## src/hw/rtl/lwbm_pkg.sv

```systemverilog
// Shared types and verdict codes for the level weight best model filter.
package lwbm_pkg;

  localparam int SumW = 32;
  localparam int VerdictW = 2;

  localparam logic [VerdictW-1:0] VERDICT_JOIN     = 2'd0;
  localparam logic [VerdictW-1:0] VERDICT_REPLACE  = 2'd1;
  localparam logic [VerdictW-1:0] VERDICT_NOT_BEST = 2'd2;

  // Commands from the controller to the datapath.
  typedef struct packed {
    logic acc;      // accept a pair: read its level sum, stage it for update
    logic walk_rd;  // read both banks at the walk address
    logic swap;     // the current bank becomes the best bank
    logic clear;    // clear the valid bits of the bank that is current afterwards
  } lwbm_cmd_t;

  // Status from the datapath to the controller.
  typedef struct packed {
    logic cmp_vld;   // registered walk data is present
    logic cmp_last;  // that data belongs to level zero
    logic lt;        // candidate sum below best sum
    logic gt;        // candidate sum above best sum
  } lwbm_sts_t;

endpackage

```

## src/hw/rtl/lwbm_datapath.sv

```systemverilog
// Datapath: two banks of level sums with valid bits, accumulator and compare.
module lwbm_datapath #(
  parameter int LEVELS = 16,
  parameter int AW = 4
) (
  input  logic               clk,
  input  logic               rst,
  input  lwbm_pkg::lwbm_cmd_t cmd,
  input  logic [AW-1:0]      walk_addr,
  input  logic [3:0]         level,
  input  logic [15:0]        weight,
  output lwbm_pkg::lwbm_sts_t sts
);
  import lwbm_pkg::*;

  logic [SumW-1:0] mem0 [LEVELS];
  logic [SumW-1:0] mem1 [LEVELS];
  logic [LEVELS-1:0] vld0;
  logic [LEVELS-1:0] vld1;
  logic cur_sel;

  logic [AW-1:0]   rd_addr;
  logic [SumW-1:0] rd0;
  logic [SumW-1:0] rd1;
  logic            rv0;
  logic            rv1;
  logic            cmp_vld;
  logic            cmp_last;

  logic            s1_valid;
  logic            s1_inrange;
  logic [AW-1:0]   s1_addr;
  logic [15:0]     s1_weight;
  logic            fwd_hit;
  logic [SumW-1:0] fwd_data;

  logic [SumW-1:0] val0;
  logic [SumW-1:0] val1;
  logic [SumW-1:0] cur_val;
  logic [SumW-1:0] best_val;
  logic [SumW-1:0] base;
  logic [SumW:0]   sum_wide;
  logic [SumW-1:0] sum_sat;
  logic            wr_en;
  logic            in_range;
  logic            clear_bank;

  assign rd_addr  = cmd.walk_rd ? walk_addr : AW'(level);
  assign in_range = int'(level) < LEVELS;

  assign val0     = rv0 ? rd0 : '0;
  assign val1     = rv1 ? rd1 : '0;
  assign cur_val  = cur_sel ? val1 : val0;
  assign best_val = cur_sel ? val0 : val1;

  // A pair that hits the level written in the previous cycle takes the forwarded sum.
  assign base     = fwd_hit ? fwd_data : cur_val;
  assign sum_wide = {1'b0, base} + {{(SumW + 1 - 16){1'b0}}, s1_weight};
  assign sum_sat  = sum_wide[SumW] ? {SumW{1'b1}} : sum_wide[SumW-1:0];
  assign wr_en    = s1_valid && s1_inrange;

  assign clear_bank = cmd.swap ? ~cur_sel : cur_sel;

  assign sts.cmp_vld  = cmp_vld;
  assign sts.cmp_last = cmp_last;
  assign sts.lt       = cur_val < best_val;
  assign sts.gt       = cur_val > best_val;

  always_ff @(posedge clk) begin
    rd0 <= mem0[rd_addr];
    rd1 <= mem1[rd_addr];
    if (wr_en && !cur_sel) begin
      mem0[s1_addr] <= sum_sat;
    end
    if (wr_en && cur_sel) begin
      mem1[s1_addr] <= sum_sat;
    end
  end

  always_ff @(posedge clk) begin
    s1_addr   <= AW'(level);
    s1_weight <= weight;
    fwd_data  <= sum_sat;
  end

  always_ff @(posedge clk) begin
    if (rst) begin
      vld0       <= '0;
      vld1       <= '0;
      rv0        <= 1'b0;
      rv1        <= 1'b0;
      cur_sel    <= 1'b0;
      s1_valid   <= 1'b0;
      s1_inrange <= 1'b0;
      fwd_hit    <= 1'b0;
      cmp_vld    <= 1'b0;
      cmp_last   <= 1'b0;
    end else begin
      rv0        <= vld0[rd_addr];
      rv1        <= vld1[rd_addr];
      s1_valid   <= cmd.acc;
      s1_inrange <= in_range;
      fwd_hit    <= wr_en && (s1_addr == AW'(level));
      cmp_vld    <= cmd.walk_rd;
      cmp_last   <= cmd.walk_rd && (walk_addr == '0);
      if (cmd.swap) begin
        cur_sel <= ~cur_sel;
      end
      if (cmd.clear && !clear_bank) begin
        vld0 <= '0;
      end
      if (cmd.clear && clear_bank) begin
        vld1 <= '0;
      end
      if (wr_en && !cur_sel) begin
        vld0[s1_addr] <= 1'b1;
      end
      if (wr_en && cur_sel) begin
        vld1[s1_addr] <= 1'b1;
      end
    end
  end

endmodule

```

## src/hw/rtl/lwbm_ctrl.sv

```systemverilog
// Controller: accepts pairs, walks the levels on the final pair when the best set is nonempty and issues the verdict.
module lwbm_ctrl #(
  parameter int LEVELS = 16,
  parameter int AW = 4
) (
  input  logic                       clk,
  input  logic                       rst,
  input  logic                       start,
  input  logic                       last,
  input  lwbm_pkg::lwbm_sts_t        sts,
  output lwbm_pkg::lwbm_cmd_t        cmd,
  output logic [AW-1:0]              walk_addr,
  output logic                       busy,
  output logic                       done,
  output logic [lwbm_pkg::VerdictW-1:0] verdict
);
  import lwbm_pkg::*;

  typedef enum logic [2:0] {
    ST_ACC  = 3'b001,
    ST_FIN  = 3'b010,
    ST_WALK = 3'b100
  } state_t;

  state_t state;
  state_t state_next;

  logic [AW-1:0]       walk_idx;
  logic                walk_more;
  logic                nonempty;
  logic                decide;
  logic [VerdictW-1:0] verdict_next;

  assign busy      = (state != ST_ACC);
  assign walk_addr = walk_idx;

  always_comb begin
    decide       = 1'b0;
    verdict_next = VERDICT_NOT_BEST;
    case (state)
      ST_FIN: begin
        // With an empty best set the best vector is still all zero.
        if (!nonempty) begin
          decide       = 1'b1;
          verdict_next = VERDICT_JOIN;
        end
      end
      ST_WALK: begin
        if (sts.cmp_vld) begin
          if (sts.lt) begin
            decide       = 1'b1;
            verdict_next = VERDICT_REPLACE;
          end else if (sts.gt) begin
            decide       = 1'b1;
            verdict_next = VERDICT_NOT_BEST;
          end else if (sts.cmp_last) begin
            decide       = 1'b1;
            verdict_next = VERDICT_JOIN;
          end
        end
      end
      default: begin
        decide = 1'b0;
      end
    endcase
  end

  always_comb begin
    cmd.acc     = start && (state == ST_ACC);
    cmd.walk_rd = (state == ST_WALK) && walk_more;
    cmd.swap    = decide && ((verdict_next == VERDICT_REPLACE) || !nonempty);
    cmd.clear   = decide;
  end

  always_comb begin
    state_next = state;
    case (state)
      ST_ACC: begin
        if (start && last) begin
          state_next = ST_FIN;
        end
      end
      ST_FIN: begin
        state_next = decide ? ST_ACC : ST_WALK;
      end
      ST_WALK: begin
        if (decide) begin
          state_next = ST_ACC;
        end
      end
      default: begin
        state_next = ST_ACC;
      end
    endcase
  end

  always_ff @(posedge clk) begin
    if (decide) begin
      verdict <= verdict_next;
    end
  end

  always_ff @(posedge clk) begin
    if (rst) begin
      state     <= ST_ACC;
      walk_idx  <= '0;
      walk_more <= 1'b0;
      nonempty  <= 1'b0;
      done      <= 1'b0;
    end else begin
      state <= state_next;
      done  <= decide;
      if (decide && (verdict_next != VERDICT_NOT_BEST)) begin
        nonempty <= 1'b1;
      end
      if ((state == ST_FIN) && !decide) begin
        walk_idx  <= AW'(LEVELS - 1);
        walk_more <= 1'b1;
      end else if (cmd.walk_rd) begin
        if (walk_idx == '0) begin
          walk_more <= 1'b0;
        end else begin
          walk_idx <= walk_idx - 1'b1;
        end
      end
    end
  end

endmodule

```

## src/hw/rtl/level_weight_best_model_filter_unit.sv

```systemverilog
// Top level of the level weight best model filter.
//
//   Channel   Handshake            Payload
//   --------  -------------------  ---------------------
//   pair in   start high, busy low level, weight, last
//   verdict   done, one cycle      verdict
//
// A pair without the last mark is accepted without raising busy; pairs may follow back to back.
// A final pair raises busy for the update state (ST_FIN) plus, when the best set is
// nonempty, a walk over the two bank read ports from the top level down that ends
// at the first level whose sums differ or at level zero, then done strobes for one cycle.
// Reset (rst, synchronous) clears all sums through per-entry valid bits at once.
// The receiver cannot stall; a verdict appears exactly once.
module level_weight_best_model_filter_unit #(
  parameter int LEVELS = 16
) (
  input  logic                          clk,
  input  logic                          rst,
  input  logic                          start,
  output logic                          busy,
  input  logic [3:0]                    level,
  input  logic [15:0]                   weight,
  input  logic                          last,
  output logic                          done,
  output logic [lwbm_pkg::VerdictW-1:0] verdict
);
  import lwbm_pkg::*;

  localparam int AW = $clog2(LEVELS);

  lwbm_cmd_t     cmd;
  lwbm_sts_t     sts;
  logic [AW-1:0] walk_addr;

  lwbm_ctrl #(
    .LEVELS (LEVELS),
    .AW     (AW)
  ) u_ctrl (
    .clk       (clk),
    .rst       (rst),
    .start     (start),
    .last      (last),
    .sts       (sts),
    .cmd       (cmd),
    .walk_addr (walk_addr),
    .busy      (busy),
    .done      (done),
    .verdict   (verdict)
  );

  lwbm_datapath #(
    .LEVELS (LEVELS),
    .AW     (AW)
  ) u_datapath (
    .clk       (clk),
    .rst       (rst),
    .cmd       (cmd),
    .walk_addr (walk_addr),
    .level     (level),
    .weight    (weight),
    .sts       (sts)
  );

endmodule

```

## config.mk

```make
export PLATFORM = sky130hd
export DESIGN_NAME = level_weight_best_model_filter_unit
export DESIGN_NICKNAME = d
export VERILOG_FILES = /design/src/hw/rtl/lwbm_pkg.sv /design/src/hw/rtl/lwbm_datapath.sv /design/src/hw/rtl/lwbm_ctrl.sv /design/src/hw/rtl/level_weight_best_model_filter_unit.sv
export SDC_FILE = /design/constraint.sdc
export NUM_CORES = 2
export LEC_CHECK = 0
export BUFFER_PORTS_ARGS = -buffer_cell sky130_fd_sc_hd__buf_2
export CAP_MARGIN = 20
export CORE_AREA = 2 2 393 395
export DETAILED_ROUTE_END_ITERATION = 12
export DIE_AREA = 0 0 395 397
export PLACE_DENSITY_LB_ADDON = 0.25
export SYNTH_ARGS = -nofsm -noshare
export SYNTH_HDL_FRONTEND = slang
export SYNTH_SLANG_ARGS = --single-unit
```

## constraint.sdc

```tcl
create_clock -name clk -period 4.7 [get_ports clk]
set_input_delay 1.175 -clock clk [delete_from_list [all_inputs] [get_ports clk]]
set_output_delay 1.175 -clock clk [all_outputs]
set_load 0.02 [all_outputs]
```

Word level (Yosys, flattened, before mapping)

Memory sizes are Yosys's and may differ from the RTL's. A register that Yosys moved wholly into a read port is not among the register bits.
Cells that the tools add are included.

Add/subtract/negate cells: 2
Order comparisons: 5
Equality and inequality tests: 10
Mux-type cells: 47
Bitwise operators: 3
Reduce and logical (&&, ||, !) cells: 25

Operator list:

| operator                                                           | count |
|---|---|
| two-way mux 32 bit                                                 | 6 |
| two-way mux 16 bit                                                 | 6 |
| adder 32 x 16 -> 33 bit                                            | 1 |
| greater-than comparator 32 bit                                     | 1 |
| < comparator 32 bit                                                | 1 |
| bitwise OR 16 bit                                                  | 2 |
| two-way mux 1 bit                                                  | 17 |
| two-way mux 4 bit                                                  | 4 |
| logical AND 1 bit                                                  | 14 |
| < comparator 4 x 5 -> 1 bit (second input constant)                | 2 |
| two-way mux 2 bit                                                  | 5 |
| two-way mux 3 bit                                                  | 3 |
| case mux 3 bit (3 select lines)                                    | 1 |
| binary-select mux 1 bit (select 4 bit)                             | 2 |
| AND reduction 2 bit                                                | 3 |
| demux 1 bit (select 4 bit)                                         | 1 |
| equality test 4 bit                                                | 1 |
| greater-or-equal comparator 4 x 1 -> 1 bit (second input constant) | 1 |
| zero test 1 bit                                                    | 4 |
| zero test 4 bit                                                    | 1 |
| inequality test 2 x 1 -> 1 bit (second input constant)             | 2 |
| inequality test 2 bit (second input constant)                      | 2 |
| case mux 2 bit (2 select lines)                                    | 1 |
| nonzero test 2 bit                                                 | 2 |
| other kinds (9)                                                    | 9 |

Flip-flop bits (word level): 104
Bits in writable memories: 1024
Input bits: 24
Output and inout port bits: 4
Logic and storage cells: 113
Memories kept: 2

Memories:

| memory          | words | width | rd ports | clocked after memory_dff | write ports | line                | source |
|---|---|---|---|---|---|---|---|
| u_datapath.mem0 | 16    | 32    | 1        | 1                        | 1           | lwbm_datapath.sv:16 | `logic [SumW-1:0] mem0 [LEVELS];` |
| u_datapath.mem1 | 16    | 32    | 1        | 1                        | 1           | lwbm_datapath.sv:17 | `logic [SumW-1:0] mem1 [LEVELS];` |

Depth between registers and ports, before layout

Depth in word-level cells: 17
Depth in mapped cells: 18
Depth with buffers taken out: 13

By module

From an unflattened synthesis, not the netlist that was laid out.

Cells, all modules: 2644
Area total of the unflattened synthesis: 47028.9 µm²

By module, submodules not included:

| module        | times used | cells each | area each (µm²) | seq. area each (µm²) |
|---|---|---|---|---|
| lwbm_datapath | 1          | 2578       | 46428.3         | 33872.5 |
| lwbm_ctrl     | 1          | 66         | 600.6           | 260.2 |

Worst setup path after synthesis

No wires, ideal clock.

Path type: register -> register
Start point: reg u_datapath.cur_sel
End point: mem u_datapath.mem0[0][23] (data pin)
Library setup time: 0.461 ns
Arrival: 4.462 ns
Required time: 4.239 ns
Setup slack: -0.223 ns
Cell stages (with the launch flop): 17
Buffers on the path: 5
Period minus slack after synthesis: 4.923 ns
Path through: dfxtp_1 > buf_4 > buf_6 > clkbuf_1 > clkbuf_1 > buf_1 > nand3_1 > o21ai_0 > mux2_2 > ha_1 > a211oi_1 > o21bai_1 > nand4_1 > a211oi_1 > o21ai_2 > o21a_1 > o21ai_0

Longest elaborated chain between the ends: 4

Ends and longest elaborated chain:

| element                    | line                 | source |
|---|---|---|
| start, declared            | lwbm_datapath.sv:20  | `logic cur_sel;` |
| start signal, assigned     | lwbm_datapath.sv:107 | `cur_sel <= ~cur_sel;` |
| two-way mux 32 bit         | lwbm_datapath.sv:53  | `assign cur_val = cur_sel ? val1 : val0;` |
| two-way mux 32 bit         | lwbm_datapath.sv:57  | `assign base = fwd_hit ? fwd_data : cur_val;` |
| adder 32 x 16 -> 33 bit    | lwbm_datapath.sv:58  | `assign sum_wide = {1'b0, base} + {{(SumW + 1 - 16){1'b0}}, s1_weight};` |
| two-way mux 32 bit         | lwbm_datapath.sv:59  | `assign sum_sat = sum_wide[SumW] ? {SumW{1'b1}} : sum_wide[SumW-1:0];` |
| via u_datapath.sum_sat[23] | lwbm_datapath.sv:43  | `logic [SumW-1:0] sum_sat;` |
| end, declared              | lwbm_datapath.sv:16  |  |

The timed path passes the listed nets, and every way through them passes these cells.

Worst setup path after layout

Start point: reg u_datapath.cur_sel
End point: mem u_datapath.mem1[4][21] (data pin)

Longest elaborated chain between the ends: 4

Ends and longest elaborated chain:

| element                    | line |
|---|---|
| two-way mux 32 bit         | lwbm_datapath.sv:53 |
| two-way mux 32 bit         | lwbm_datapath.sv:57 |
| adder 32 x 16 -> 33 bit    | lwbm_datapath.sv:58 |
| two-way mux 32 bit         | lwbm_datapath.sv:59 |
| via u_datapath.sum_sat[21] | lwbm_datapath.sv:43 |
| end, declared              | lwbm_datapath.sv:17 |

The timed path passes the listed nets, and every way through them passes these cells.

==> results.json <==
{
  "drtIter0Drc": 2813,
  "hold_slack_ps": 476.7,
  "slowest_stage": "or3_1",
  "final_util_pct": 35.68,
  "cts_setup_buffers": 0,
  "peakVddDrop_mv": 0.3024,
  "ys_seq_area_share_pct": 72.55,
  "routed_wl_um": 137800,
  "grt_max_degree": 96,
  "firstDrtPassIters": 5,
  "netlist_area_um2": 47050,
  "die_area_um2": 156800,
  "hold_buffers": 0,
  "crit_path_max_incr_delay_ps": 790,
  "power.leakage_nw": 18.19,
  "cts_max_level": 3,
  "drv_slew": 0,
  "wl_met2_um": 67700,
  "wl_met1_um": 60010,
  "fin_crit_ps": 4415,
  "synth_area_leaders": "edfxtp_1 65%, dfxtp_1 7.1%, mux4_2 6.3%",
  "dr_wl_met3_um": 6655,
  "crit_required_ps": 5000,
  "worstMarginPinSlew_ps": 1018,
  "min_path_type": "flip-flop to flip-flop",
  "cts_buffer_depth": 3,
  "crit_type": "flip-flop to flip-flop",
  "post-route-period-util_pct": 93.95,
  "async_flop_share_pct": 0,
  "rsz0062_at_grt": "false",
  "hpwl_um": 78010,
  "cts_tree": "done",
  "vias": 27995,
  "cpMostUsedCell": "nor2_1",
  "cts_inserted_buffers": 121,
  "synth_edf_count": 1026,
  "drcViolationCount": 0,
  "grt_pass1_vias": 27615,
  "end_kind": "flip-flop",
  "ios": 28,
  "clock_sinks": 1192,
  "path_cells": "inv_2, nor2_1, a31oi_1, a21oi_1, ha_1, fa_1, a211oi_1, o211ai_1, a41oi_1, buf_4, o21ai_1, nand4_1, nor2_1, or3_1",
  "avgSynthCellArea_um2": 14.61,
  "coreArea_um2": 153000,
  "cts-root-buf": "clkbuf_16",
  "clock_skew_ps": 37.83,
  "grt_pass1_wl_um": 198700,
  "synth_ff_type": "edfxtp_1",
  "synth.top_cell.area_share_pct": 65.49,
  "fp.dieH_um": 397,
  "port_buffers": 27,
  "clock_latency_ps": 740,
  "status": "finished clean",
  "antenna_found_initial": 2,
  "cp.arrival_ps": 4710,
  "relSlewSlack_pct": 32.11,
  "maxCapViolations": 0,
  "ys_types": 73,
  "yosysTopAreaCell": "edfxtp_1",
  "avgRoutedWirePerCell_um": 25.15,
  "startpoint_type": "flip-flop",
  "setup_tns_ps": 0,
  "yosysMostFrequentCell": "edfxtp_1",
  "max_freq_mhz": 226.5,
  "critical_path.max_fanout": 33,
  "viasPerCell": 5.110,
  "power_density_nw_per_um2": 419.2,
  "layout-drive-gt1-share_pct": 16.87,
  "track_usage_pct": 17.33,
  "start_util_pct": 30.76,
  "clk_pin_slew_ps": 60,
  "fin_nets": 3398,
  "ant_nets": 0,
  "synth_fp_nets": 3295,
  "ys_top_cells_by_count": "1,026 x edfxtp_1, 622 x nand2_1, 315 x nand3_1",
  "top_layer_used": "met4",
  "hold_viol": 0,
  "die_w_um": 395,
  "area_growth_pct": 16.02,
  "postSynthCellCount": 3221,
  "finalSetupViolCount": 0,
  "synth.yosys.warnings": 0,
  "gp_congestion": 0.8410,
  "grt_overflow": 0,
  "fp-row-count": 144,
  "ys_ff_latch": 1192
}
cells by family after synthesis:
logic type,after synthesis,synth area share (%)
flip-flops,1192,72.55
adder cells (fa/ha/maj),50,1.346
AND/OR/NAND/NOR,1215,11.69
multiplexers,171,7.221
buffers and inverters,215,1.987
AO/OA/AOI/OAI,352,4.726
XOR/XNOR,26,0.4840
layout make-up:
cell class	count	area, um^2
Multi-Input combinational cell	1814	12230
Clock inverter	90	907.1
Tap cell	2044	2557
Inverter	30	132.6
Fill cell	14590	98380
Antenna cell	2	5.005
Clock buffer	142	3147
Timing Repair Buffer	165	1466
Sequential cell	1192	34140
power by group:
part / switching, W / internal [W]
combinational: 0.000887 / 0.000401
clock: 0.00415 / 0.00563
sequential: 0.0000936 / 0.0117
worst max-delay path: cells and delay by family (launching register included):
family | cells | cell delay, ps
simple gates | 4 | 1190
fa+ha+maj | 2 | 710
flops | 1 | 420
buf+inv | 2 | 440
compound gates | 6 | 1210
sequential cells by signal, indices dropped and copies added (netlist names), 2 cells and up:
| register | count |
|---|---|
| u_datapath.mem0 | 512 |
| u_datapath.s1_weight | 16 |
| u_ctrl.verdict | 2 |
| u_datapath.fwd_data | 32 |
| u_datapath.rd0 | 32 |
| u_ctrl.walk_addr | 4 |
| u_datapath.rd1 | 32 |
| u_datapath.vld0 | 16 |
| u_datapath.mem1 | 512 |
| u_datapath.vld1 | 16 |
| u_datapath.s1_addr | 4 |
| u_ctrl.state | 3 |
per-stage QoR:
stage	instance area (um^2)	cells	worst slack, ps	power (W)
floorplan	47050	3221	2.724	0.01276
finish	54580	5479	284.5	0.02288
detailed placement	50500	5244	52.76	0.01334
global route	54580	5478	37.58	0.02359
global placement	50500	5244	153.4	0.01333
CTS	54560	5476	85.97	0.02307
per-layer routing:
metal  up-vias  track usage (%)
met2       780            29.35
met5         -                0
met1     14539            23.32
met3       171            2.138
li1      12505                -
met4         0            5.180
repair_timing:
item                                    in CTS  in global routing
endpoints found under the setup margin       0                190
hold endpoints to repair                     0                  0
resized for setup                            0                  2
final timing paths:
kind | start | to | slack (ps) | depth (start not counted)
max | u_datapath.cur_sel$_SDFF_PP0_ | u_datapath.mem1[4][21]$_DFFE_PP_ | 280 | 14
min | u_ctrl.walk_more$_SDFFE_PP0P_ | u_datapath.cmp_vld$_SDFF_PP0_ | 480 | 2
max reg2reg | u_datapath.cur_sel$_SDFF_PP0_ | u_datapath.mem1[4][21]$_DFFE_PP_ | 280 | 14
min reg2reg | u_ctrl.walk_more$_SDFFE_PP0P_ | u_datapath.cmp_vld$_SDFF_PP0_ | 480 | 2
placed cells by master, fill, tap and decap left out, drive strengths merged, types with 21 or more instances in the layout:
cell / count
clkinv: 80
a31oi: 41
mux2: 21
nor3: 29
nand3: 315
mux4: 132
ha: 49
nor4: 23
buf: 165
nand4: 80
edfxtp: 1026
dfxtp: 166
o21ai: 127
a21oi: 51
clkbuf: 142
nand2: 622
a22oi: 65
nor2: 83
No activity file was read; power rests on OpenSTA's default activity.
